==> config.mk <==
export PLATFORM = sky130hd
export DESIGN_NAME = lamp_brightness_mode_controller
export DESIGN_NICKNAME = d
export VERILOG_FILES = /design/src/rtl/core/lbmc_pkg.sv /design/src/rtl/core/lbmc_window_ram.sv /design/src/rtl/core/lamp_brightness_mode_controller.sv
export SDC_FILE = /design/constraint.sdc
export NUM_CORES = 2
export LEC_CHECK = 0
export BUFFER_PORTS_ARGS = -buffer_cell sky130_fd_sc_hd__buf_4
export CORE_ASPECT_RATIO = 0.5
export CORE_MARGIN = 2
export CORE_UTILIZATION = 65
export CTS_CLUSTER_DIAMETER = 120
export DETAILED_ROUTE_END_ITERATION = 10
export PLACE_DENSITY_LB_ADDON = 0.05
export SYNTH_ARGS = -nofsm -noshare
export SYNTH_HDL_FRONTEND = slang
export SYNTH_SLANG_ARGS = --single-unit
==> constraint.sdc <==
create_clock -name clk -period 9.95 [get_ports clk]
set_clock_uncertainty 0.2 [all_clocks]
set_input_delay 1.99 -clock clk [delete_from_list [all_inputs] [get_ports clk]]
set_output_delay 1.99 -clock clk [all_outputs]
set_load 0.03 [all_outputs]
==> src/rtl/core/lbmc_pkg.sv <==
// Shared types and constants of the lamp brightness mode controller.
// Depends on nothing; used by every module of the block and by the checker.
package lbmc_pkg;

    // Field widths.
    localparam int SAMPLE_W  = 12;
    localparam int DUTY_W    = 16;
    localparam int MODE_W    = 3;
    localparam int CFG_W     = 16;
    localparam int CFG_IDX_W = 2;

    // Configuration register indexes.
    localparam logic [CFG_IDX_W-1:0] REG_SETPOINT = 2'd0;
    localparam logic [CFG_IDX_W-1:0] REG_DEADBAND = 2'd1;
    localparam logic [CFG_IDX_W-1:0] REG_STEP     = 2'd2;
    localparam logic [CFG_IDX_W-1:0] REG_PWM_TOP  = 2'd3;

    // Configuration reset values.
    localparam logic [SAMPLE_W-1:0] SETPOINT_RST = 12'd2000;
    localparam logic [SAMPLE_W-1:0] DEADBAND_RST = 12'd300;
    localparam logic [SAMPLE_W-1:0] STEP_RST     = 12'd10;
    localparam logic [DUTY_W-1:0]   PWM_TOP_RST  = 16'd9999;

    // Full-scale ADC reading.
    localparam int ADC_FULL = 4095;

    // Reported modes.
    localparam logic [MODE_W-1:0] MODE_HOLD   = 3'd0;
    localparam logic [MODE_W-1:0] MODE_SENSOR = 3'd1;
    localparam logic [MODE_W-1:0] MODE_POT    = 3'd2;
    localparam logic [MODE_W-1:0] MODE_ON     = 3'd3;
    localparam logic [MODE_W-1:0] MODE_OFF    = 3'd4;

    // Latched radio requests.
    localparam logic [1:0] REQ_NONE   = 2'd0;
    localparam logic [1:0] REQ_SENSOR = 2'd1;
    localparam logic [1:0] REQ_ON     = 2'd3;

    // Radio command bytes (ASCII 'c' and 'f').
    localparam logic [7:0] CMD_ON     = 8'h63;
    localparam logic [7:0] CMD_SENSOR = 8'h66;

    // How a transaction leaves the duty value.
    typedef enum logic [1:0] {
        DUTY_HOLD = 2'd0,
        DUTY_SET  = 2'd1,
        DUTY_POT  = 2'd2
    } duty_kind_t;

    // Window memory access controls.
    typedef struct packed {
        logic rd_en;
        logic wr_en;
    } win_ctl_t;

endpackage

==> src/rtl/core/lbmc_window_ram.sv <==
// Pot sample window memory: one write port, one registered read port.
// Per-entry valid bits make unwritten entries read as zero. Uses lbmc_pkg.
module lbmc_window_ram #(
    parameter int DEPTH = 100
) (
    input  logic                                     clk,
    input  logic                                     rst_n,
    input  lbmc_pkg::win_ctl_t                       ctl,
    input  logic [((DEPTH > 1) ? $clog2(DEPTH) : 1)-1:0] rd_addr,
    input  logic [((DEPTH > 1) ? $clog2(DEPTH) : 1)-1:0] wr_addr,
    input  logic [lbmc_pkg::SAMPLE_W-1:0]            wr_data,
    output logic [lbmc_pkg::SAMPLE_W-1:0]            rd_data
);

    logic [lbmc_pkg::SAMPLE_W-1:0] ram [DEPTH];
    logic [DEPTH-1:0]              valid_reg;
    logic [lbmc_pkg::SAMPLE_W-1:0] rd_data_reg;
    logic                          rd_valid_reg;
    logic                          fwd;

    // A read of the entry being written this cycle takes the new data.
    assign fwd = ctl.rd_en && ctl.wr_en && (rd_addr == wr_addr);

    // Storage array.
    always_ff @(posedge clk)
    begin
        if (ctl.wr_en)
        begin
            ram[wr_addr] <= wr_data;
        end
    end

    // Valid bits, cleared at reset and set by the first write.
    always_ff @(posedge clk or negedge rst_n)
    begin
        if (!rst_n)
        begin
            valid_reg <= '0;
        end
        else if (ctl.wr_en)
        begin
            valid_reg[wr_addr] <= 1'b1;
        end
    end

    // Registered read data; held while no read is issued.
    always_ff @(posedge clk)
    begin
        if (ctl.rd_en)
        begin
            rd_data_reg <= fwd ? wr_data : ram[rd_addr];
        end
    end

    always_ff @(posedge clk or negedge rst_n)
    begin
        if (!rst_n)
        begin
            rd_valid_reg <= 1'b0;
        end
        else if (ctl.rd_en)
        begin
            rd_valid_reg <= fwd | valid_reg[rd_addr];
        end
    end

    assign rd_data = rd_valid_reg ? rd_data_reg : '0;

endmodule

==> src/rtl/core/lamp_brightness_mode_controller.sv <==
// Top level of the lamp brightness mode controller.
// Depends on lbmc_pkg and instantiates the window memory lbmc_window_ram.
//
// The block accepts one transaction per clock cycle while its input side is
// ready, and presents each result after it has passed stage 1 to stage 5 and
// the output stage. Every stage moves on into a free stage; a
// waiting result stalls new input only once all six stages hold a transaction.
// Along the way lie the window read-modify-write (a synchronous memory
// read, then the sum update and write-back), the reciprocal multiply for the
// window average, the pwm_top multiply and a two-step division by 4095. The
// window memory has a valid bit per entry cleared at reset, so there is no
// clearing pass and the block is ready straight out of reset. Configuration
// writes take effect at once and must only be made while the block is idle.
module lamp_brightness_mode_controller #(
    parameter int WINDOW_LEN = 100
) (
    input  logic                               clk,
    input  logic                               rst_n,
    // Configuration port.
    input  logic                               cfg_wr_en,
    input  logic [lbmc_pkg::CFG_IDX_W-1:0]     cfg_index,
    input  logic [lbmc_pkg::CFG_W-1:0]         cfg_data,
    // Input channel.
    input  logic                               in_valid,
    output logic                               in_ready,
    input  logic                               btn_sensor_mode,
    input  logic                               btn_pot_mode,
    input  logic                               btn_lamp_on,
    input  logic                               btn_lamp_off,
    input  logic [lbmc_pkg::SAMPLE_W-1:0]      sensor_sample,
    input  logic [lbmc_pkg::SAMPLE_W-1:0]      pot_sample,
    input  logic                               msg_valid,
    input  logic [7:0]                         msg_byte,
    // Output channel.
    output logic                               out_valid,
    input  logic                               out_ready,
    output logic [lbmc_pkg::DUTY_W-1:0]        duty,
    output logic [lbmc_pkg::MODE_W-1:0]        mode_taken,
    output logic [lbmc_pkg::SAMPLE_W-1:0]      pot_average
);

    localparam int SW_    = lbmc_pkg::SAMPLE_W;
    localparam int DW     = lbmc_pkg::DUTY_W;
    localparam int MW     = lbmc_pkg::MODE_W;
    localparam int AW     = (WINDOW_LEN > 1) ? $clog2(WINDOW_LEN) : 1;
    localparam int SUMW   = $clog2(WINDOW_LEN * lbmc_pkg::ADC_FULL + 1);
    localparam int DLOG   = $clog2(WINDOW_LEN);
    localparam int SHIFT  = SUMW + DLOG;
    localparam int PRODW  = 2 * SUMW + 1;
    localparam int PW     = SW_ + DW;
    localparam int RW     = SW_ + 2;
    localparam logic [SUMW:0] RECIP = (SUMW + 1)'(((64'd1 << SHIFT)
        + 64'(WINDOW_LEN) - 64'd1) / 64'(WINDOW_LEN));
    localparam logic [AW-1:0] POS_LAST = AW'(WINDOW_LEN - 1);
    localparam logic [RW-1:0] DIV_ONE  = RW'(lbmc_pkg::ADC_FULL);
    localparam logic [RW-1:0] DIV_TWO  = RW'(2 * lbmc_pkg::ADC_FULL);

    // Configuration registers.
    logic [SW_-1:0] setpoint_reg;
    logic [SW_-1:0] deadband_reg;
    logic [SW_-1:0] step_reg;
    logic [DW-1:0]  pwm_top_reg;

    always_ff @(posedge clk or negedge rst_n)
    begin
        if (!rst_n)
        begin
            setpoint_reg <= lbmc_pkg::SETPOINT_RST;
            deadband_reg <= lbmc_pkg::DEADBAND_RST;
            step_reg     <= lbmc_pkg::STEP_RST;
            pwm_top_reg  <= lbmc_pkg::PWM_TOP_RST;
        end
        else if (cfg_wr_en)
        begin
            case (cfg_index)
                lbmc_pkg::REG_SETPOINT: setpoint_reg <= cfg_data[SW_-1:0];
                lbmc_pkg::REG_DEADBAND: deadband_reg <= cfg_data[SW_-1:0];
                lbmc_pkg::REG_STEP:     step_reg     <= cfg_data[SW_-1:0];
                lbmc_pkg::REG_PWM_TOP:  pwm_top_reg  <= cfg_data[DW-1:0];
                default: ;
            endcase
        end
    end

    // Stage valids and the ready chain; a stage loads when it is empty or
    // its item moves on.
    logic v1_reg, v2_reg, v3_reg, v4_reg, v5_reg, out_valid_reg;
    logic rdy1, rdy2, rdy3, rdy4, rdy5, rdy_out;
    logic accept;

    assign rdy_out  = !out_valid_reg || out_ready;
    assign rdy5     = !v5_reg || rdy_out;
    assign rdy4     = !v4_reg || rdy5;
    assign rdy3     = !v3_reg || rdy4;
    assign rdy2     = !v2_reg || rdy3;
    assign rdy1     = !v1_reg || rdy2;
    assign in_ready = rdy1;
    assign accept   = in_valid && rdy1;

    always_ff @(posedge clk or negedge rst_n)
    begin
        if (!rst_n)
        begin
            v1_reg        <= 1'b0;
            v2_reg        <= 1'b0;
            v3_reg        <= 1'b0;
            v4_reg        <= 1'b0;
            v5_reg        <= 1'b0;
            out_valid_reg <= 1'b0;
        end
        else
        begin
            if (rdy1)    v1_reg        <= in_valid;
            if (rdy2)    v2_reg        <= v1_reg;
            if (rdy3)    v3_reg        <= v2_reg;
            if (rdy4)    v4_reg        <= v3_reg;
            if (rdy5)    v5_reg        <= v4_reg;
            if (rdy_out) out_valid_reg <= v5_reg;
        end
    end

    // Front state: radio latch, lamp level and window position.
    logic [1:0]    remote_request_reg, remote_request_next;
    logic [DW-1:0] lamp_level_reg, lamp_level_next;
    logic [AW-1:0] window_pos_reg, window_pos_next;

    // Mode selection and sensor regulation for the arriving transaction.
    logic                     [MW-1:0] mode0;
    lbmc_pkg::duty_kind_t              kind0;
    logic                     [DW-1:0] set_val0;
    logic signed [SW_+1:0]             lo_edge;
    logic        [SW_:0]               hi_edge;
    logic                              below, above;
    logic        [DW:0]                up_sum;
    logic        [DW-1:0]              level_up, level_down;

    always_comb
    begin
        remote_request_next = remote_request_reg;
        if (msg_valid && (msg_byte == lbmc_pkg::CMD_ON))
        begin
            remote_request_next = lbmc_pkg::REQ_ON;
        end
        else if (msg_valid && (msg_byte == lbmc_pkg::CMD_SENSOR))
        begin
            remote_request_next = lbmc_pkg::REQ_SENSOR;
        end

        if (btn_sensor_mode)                                   mode0 = lbmc_pkg::MODE_SENSOR;
        else if (btn_pot_mode)                                 mode0 = lbmc_pkg::MODE_POT;
        else if (btn_lamp_on)                                  mode0 = lbmc_pkg::MODE_ON;
        else if (btn_lamp_off)                                 mode0 = lbmc_pkg::MODE_OFF;
        else if (remote_request_next == lbmc_pkg::REQ_ON)      mode0 = lbmc_pkg::MODE_ON;
        else if (remote_request_next == lbmc_pkg::REQ_SENSOR)  mode0 = lbmc_pkg::MODE_SENSOR;
        else                                                   mode0 = lbmc_pkg::MODE_HOLD;
    end

    // The lower band edge may fall below zero, so it is compared signed.
    assign lo_edge    = $signed({2'b00, setpoint_reg}) - $signed({2'b00, deadband_reg});
    assign hi_edge    = {1'b0, setpoint_reg} + {1'b0, deadband_reg};
    assign below      = $signed({2'b00, sensor_sample}) < lo_edge;
    assign above      = {1'b0, sensor_sample} > hi_edge;
    assign up_sum     = {1'b0, lamp_level_reg} + (DW + 1)'(step_reg);
    assign level_up   = (up_sum > {1'b0, pwm_top_reg}) ? pwm_top_reg : up_sum[DW-1:0];
    assign level_down = (lamp_level_reg > DW'(step_reg)) ?
                        (lamp_level_reg - DW'(step_reg)) : '0;

    always_comb
    begin
        kind0           = lbmc_pkg::DUTY_HOLD;
        set_val0        = '0;
        lamp_level_next = lamp_level_reg;
        case (mode0)
            lbmc_pkg::MODE_SENSOR:
            begin
                if (below)
                begin
                    kind0           = lbmc_pkg::DUTY_SET;
                    set_val0        = level_up;
                    lamp_level_next = level_up;
                end
                else if (above)
                begin
                    kind0           = lbmc_pkg::DUTY_SET;
                    set_val0        = level_down;
                    lamp_level_next = level_down;
                end
            end
            lbmc_pkg::MODE_POT:
            begin
                kind0 = lbmc_pkg::DUTY_POT;
            end
            lbmc_pkg::MODE_ON:
            begin
                kind0    = lbmc_pkg::DUTY_SET;
                set_val0 = pwm_top_reg;
            end
            lbmc_pkg::MODE_OFF:
            begin
                kind0    = lbmc_pkg::DUTY_SET;
                set_val0 = '0;
            end
            default: ;
        endcase
    end

    // Only pot transactions advance the window position.
    always_comb
    begin
        window_pos_next = window_pos_reg;
        if (mode0 == lbmc_pkg::MODE_POT)
        begin
            window_pos_next = (window_pos_reg == POS_LAST) ? '0 : (window_pos_reg + AW'(1));
        end
    end

    always_ff @(posedge clk or negedge rst_n)
    begin
        if (!rst_n)
        begin
            remote_request_reg <= lbmc_pkg::REQ_NONE;
            lamp_level_reg     <= '0;
            window_pos_reg     <= '0;
        end
        else if (accept)
        begin
            remote_request_reg <= remote_request_next;
            lamp_level_reg     <= lamp_level_next;
            window_pos_reg     <= window_pos_next;
        end
    end

    // Stage 1: oldest window entry arrives from memory.
    lbmc_pkg::duty_kind_t s1_kind_reg;
    logic [DW-1:0]        s1_val_reg;
    logic [MW-1:0]        s1_mode_reg;
    logic [SW_-1:0]       s1_sample_reg;
    logic [AW-1:0]        s1_addr_reg;

    always_ff @(posedge clk)
    begin
        if (rdy1)
        begin
            s1_kind_reg   <= kind0;
            s1_val_reg    <= set_val0;
            s1_mode_reg   <= mode0;
            s1_sample_reg <= pot_sample;
            s1_addr_reg   <= window_pos_reg;
        end
    end

    // Window memory read-modify-write.
    lbmc_pkg::win_ctl_t win_ctl;
    logic [SW_-1:0]     win_old;
    logic               s1_write;

    assign s1_write      = v1_reg && rdy2 && (s1_kind_reg == lbmc_pkg::DUTY_POT);
    assign win_ctl.rd_en = accept;
    assign win_ctl.wr_en = s1_write;

    lbmc_window_ram #(
        .DEPTH (WINDOW_LEN)
    ) u_window_ram (
        .clk     (clk),
        .rst_n   (rst_n),
        .ctl     (win_ctl),
        .rd_addr (window_pos_reg),
        .wr_addr (s1_addr_reg),
        .wr_data (s1_sample_reg),
        .rd_data (win_old)
    );

    // Running window sum; never exceeds the window length times full scale.
    logic [SUMW-1:0] window_sum_reg;
    logic [SUMW-1:0] sum_new;
    logic [SUMW-1:0] sum_after;

    assign sum_new   = window_sum_reg - SUMW'(win_old) + SUMW'(s1_sample_reg);
    assign sum_after = (s1_kind_reg == lbmc_pkg::DUTY_POT) ? sum_new : window_sum_reg;

    always_ff @(posedge clk or negedge rst_n)
    begin
        if (!rst_n)
        begin
            window_sum_reg <= '0;
        end
        else if (s1_write)
        begin
            window_sum_reg <= sum_new;
        end
    end

    // Stage 2: sum snapshot after this transaction.
    lbmc_pkg::duty_kind_t s2_kind_reg;
    logic [DW-1:0]        s2_val_reg;
    logic [MW-1:0]        s2_mode_reg;
    logic [SUMW-1:0]      s2_sum_reg;

    always_ff @(posedge clk)
    begin
        if (rdy2)
        begin
            s2_kind_reg <= s1_kind_reg;
            s2_val_reg  <= s1_val_reg;
            s2_mode_reg <= s1_mode_reg;
            s2_sum_reg  <= sum_after;
        end
    end

    // Stage 3: average by multiplication with the rounded-up reciprocal.
    lbmc_pkg::duty_kind_t s3_kind_reg;
    logic [DW-1:0]        s3_val_reg;
    logic [MW-1:0]        s3_mode_reg;
    logic [SW_-1:0]       s3_avg_reg;
    logic [PRODW-1:0]     recip_prod;

    assign recip_prod = PRODW'(s2_sum_reg) * PRODW'(RECIP);

    always_ff @(posedge clk)
    begin
        if (rdy3)
        begin
            s3_kind_reg <= s2_kind_reg;
            s3_val_reg  <= s2_val_reg;
            s3_mode_reg <= s2_mode_reg;
            s3_avg_reg  <= recip_prod[SHIFT +: SW_];
        end
    end

    // Stage 4: average scaled by pwm_top.
    lbmc_pkg::duty_kind_t s4_kind_reg;
    logic [DW-1:0]        s4_val_reg;
    logic [MW-1:0]        s4_mode_reg;
    logic [SW_-1:0]       s4_avg_reg;
    logic [PW-1:0]        s4_prod_reg;

    always_ff @(posedge clk)
    begin
        if (rdy4)
        begin
            s4_kind_reg <= s3_kind_reg;
            s4_val_reg  <= s3_val_reg;
            s4_mode_reg <= s3_mode_reg;
            s4_avg_reg  <= s3_avg_reg;
            s4_prod_reg <= PW'(s3_avg_reg) * PW'(pwm_top_reg);
        end
    end

    // Stage 5: estimate of product / 4095 from shifted copies and its
    // remainder; the estimate is at most two below the true quotient.
    lbmc_pkg::duty_kind_t s5_kind_reg;
    logic [DW-1:0]        s5_val_reg;
    logic [MW-1:0]        s5_mode_reg;
    logic [SW_-1:0]       s5_avg_reg;
    logic [DW:0]          s5_q0_reg;
    logic [RW-1:0]        s5_rem_reg;
    logic [DW:0]          q0;
    logic [PW:0]          rem_full;

    assign q0       = {1'b0, s4_prod_reg[PW-1:SW_]} + (DW + 1)'(s4_prod_reg[PW-1:2*SW_]);
    assign rem_full = {1'b0, s4_prod_reg} - {q0, {SW_{1'b0}}} + (PW + 1)'(q0);

    always_ff @(posedge clk)
    begin
        if (rdy5)
        begin
            s5_kind_reg <= s4_kind_reg;
            s5_val_reg  <= s4_val_reg;
            s5_mode_reg <= s4_mode_reg;
            s5_avg_reg  <= s4_avg_reg;
            s5_q0_reg   <= q0;
            s5_rem_reg  <= rem_full[RW-1:0];
        end
    end

    // Output stage: quotient correction and the held duty value.
    logic [DW:0]          q_fix;
    logic [DW-1:0]        duty_reg, duty_next;
    logic [MW-1:0]        mode_reg;
    logic [SW_-1:0]       avg_reg;

    always_comb
    begin
        if (s5_rem_reg >= DIV_TWO)
        begin
            q_fix = s5_q0_reg + (DW + 1)'(2);
        end
        else if (s5_rem_reg >= DIV_ONE)
        begin
            q_fix = s5_q0_reg + (DW + 1)'(1);
        end
        else
        begin
            q_fix = s5_q0_reg;
        end

        case (s5_kind_reg)
            lbmc_pkg::DUTY_SET: duty_next = s5_val_reg;
            lbmc_pkg::DUTY_POT: duty_next = q_fix[DW-1:0];
            default:            duty_next = duty_reg;
        endcase
    end

    always_ff @(posedge clk or negedge rst_n)
    begin
        if (!rst_n)
        begin
            duty_reg <= '0;
        end
        else if (v5_reg && rdy_out)
        begin
            duty_reg <= duty_next;
        end
    end

    always_ff @(posedge clk)
    begin
        if (v5_reg && rdy_out)
        begin
            mode_reg <= s5_mode_reg;
            avg_reg  <= s5_avg_reg;
        end
    end

    assign out_valid   = out_valid_reg;
    assign duty        = duty_reg;
    assign mode_taken  = mode_reg;
    assign pot_average = avg_reg;

endmodule

==> results.ini <==
[run_status]
status = complete, no violations

[timing]
hold_violations = 0
setup_viol = 0
slew_headroom = 0.1237
timing.fmax_ghz = 0.1569
rsz0062_at_grt = false
post-route-period-util = 0.6406
setup_tns_ns = 0
drv_slew = 0
finalCriticalPeriod_ns = 6.374
tightestPinTransition_ns = 1.307

[logic_synthesis]
synth_edf_count = 1464
syn_avg_cell_area_um2 = 15.74
synthesis.nets = 5904
synth_compound_area_frac = 0.03623
yosys.area_share.adder = 0.1244
synth_top_family_by_area = multiplexers
synth_warnings = 0
ys_ff_latch = 1683
ys_async_sr_fraction = 0.1301
synth_cell_types = 78
synth_mux_area_frac = 0.1259
syn_area_um2 = 81820
synth-seq-area-share = 0.6046
syn_inst = 5199
synth-main-ff-cell = edfxtp_1
synthXorXnorAreaFrac = 0.01552
yosys.area_share.simple = 0.05494

[place]
gp_congestion = 0.8959
port_buffers = 92
dp.cells = 6905
dp_hpwl_mm = 123.0

[detailed_routing]
ant_nets = 0
wl_per_cell_um = 26.40
vias = 44670
drtIter0Drc = 4589
firstDrtPassIters = 6
via_per_inst = 6.228
wirelength_mm = 189.3
drcViolationCount = 0

[final_layout]
largest_register_ffs = 1200
final_common_cell = edfxtp_1
regArea_um2 = 49480
multi_input_area_um2 = 29300
final_cells = 7172
final_cell_mix = edfxtp_1 (1,464), inv_1 (633), mux4_2 (416), ha_1 (364), nand2_1 (307)
utilization = 0.7242
n_fill_cell = 7737
drive_gt1_frac = 0.1968
num-nets-final = 6081
syn_to_final_growth_pct = 9.847

[clock_tree]
cts_tree = done
cts_resized = 0
cts-buffers-inserted = 143
cts_setup_buffers = 0
ctsHoldBuffers = 0
cts.sinks = 1683
cts_max_level = 4
cts-root-buf = clkbuf_16
clk_pin_slew_ns = 0.07
clk_latency_ns = 0.79
clockBufferDepth = 3

[setup_path]
startpoint_type = register
worstPathArrival_ns = 6.70
crit_path_end_kind = register
crit_chain = fa_1, inv_1, fa_1, fa_1, inv_1, fa_1, fa_1, inv_1, fa_1, inv_1, ha_1, nand4_1, a211oi_1, nand3_1, a31oi_1, o21ai_0, a21boi_0, nor2_1, xnor2_1
crit_slowest_cell = fa_1
critPathKind = reg -> reg
cp_slowest_stage_delay_ns = 0.66
cp_max_fo = 6
critPathRequiredTime_ns = 10.28
path_common_cell = fa_1

[floorplanning]
rows = 91
core-area_um2 = 124100
start_util = 0.6593
die_y_um = 254.9
die_w_um = 505.8
die_area_um2 = 128900
pin_count = 93

[worst_hold_path]
hp-class = reg -> reg

[global_route]
grt_overflow_total = 0
grt_start_max_net_pins = 128
grt_pass1_vias = 45610
track_usage = 0.3013
grt_first_pass_wirelength_mm = 285.9
antenna_found_initial = 4

[run]
cap_violations = 0

[logic make-up (layout without fill, tap and decap cells)]
| logic type | Yosys count | after routing |
|---|---|---|
| AND/OR/NAND/NOR | 928 | 928 |
| flip-flops | 1683 | 1683 |
| XOR/XNOR | 145 | 145 |
| buffers and inverters | 820 | 1118 |
| adder cells (fa/ha/maj) | 645 | 645 |
| other | 0 | 1 |
| multiplexers | 502 | 502 |
| AO/OA/AOI/OAI | 476 | 476 |
[area by class of cell]
class | count | share of cell area
antenna | 1 | 0.00002784
clock buffer | 186 | 0.04330
clock inverter | 80 | 0.01169
inverter | 635 | 0.02652
multi-input combinational | 2696 | 0.3260
sequential | 1683 | 0.5506
tap | 1674 | 0.02330
timing repair buffer | 217 | 0.01863
[Yosys cell counts, types with 109 or more instances]
master	instances	area, µm²
edfxtp_1	1464	43960
inv_1	634	2380
mux4_2	416	9369
ha_1	364	4554
nand2_1	308	1156
fa_1	281	5625
nor2_1	203	762.0
dfrtp_1	199	4980
o21ai_0	154	770.7
clkbuf_1	121	454.2
a21oi_1	120	600.6
or2_2	109	681.9
[worst max-delay path, delay by kind of cell, from the launching register on]
family / cells / cell delay [ns]
adders and majority gates: 7 / 3.35
buffers and inverters: 4 / 0.24
DFF: 1 / 0.52
xor gates and xnor gates: 1 / 0.13
and+or+nand+nor: 3 / 0.32
AOI/OAI and AO/OA: 4 / 1.35
[through the flow]
stage / cell area [µm²] / hold WS [ns] / worst slack [ns]
floorplan: 81820 / 0.2003 / 3.983
finish: 89880 / 0.2150 / 3.576
CTS: 89870 / 0.2176 / 3.490
global route: 89870 / 0.2219 / 3.053
detailed placement: 84930 / 0.2045 / 3.515
global placement: 84930 / 0.2010 / 3.581
[routing by layer]
metal,vias up,GRT usage,share of wire
met5,-,0,0.00021
met4,6,0.07915,0.023
met3,287,0.05080,0.077
met2,1865,0.4945,0.49
met1,23110,0.4293,0.41
li1,19400,-,-
[path summary, 6_finish.rpt]
check / end / depth (start not counted) / slack, ns / start
setup / recovery: s3_avg_reg[8] / 19 / 3.58 / s2_sum_reg[4]
hold / removal: s4_val_reg[14] / 0 / 0.21 / s3_val_reg[14]
setup reg to reg: s3_avg_reg[8] / 19 / 3.58 / s2_sum_reg[4]
hold reg to reg: s4_val_reg[14] / 0 / 0.21 / s3_val_reg[14]
max in group asynchronous: u_window_ram.valid_reg[35] / 2 / 7.09 / rst_n
min in group asynchronous: out_valid / 1 / 1.03 / rst_n
Power is left out: the tool's default activity adds up to more than one toggle a clock period on the data nets, which glitch-free logic cannot reach.
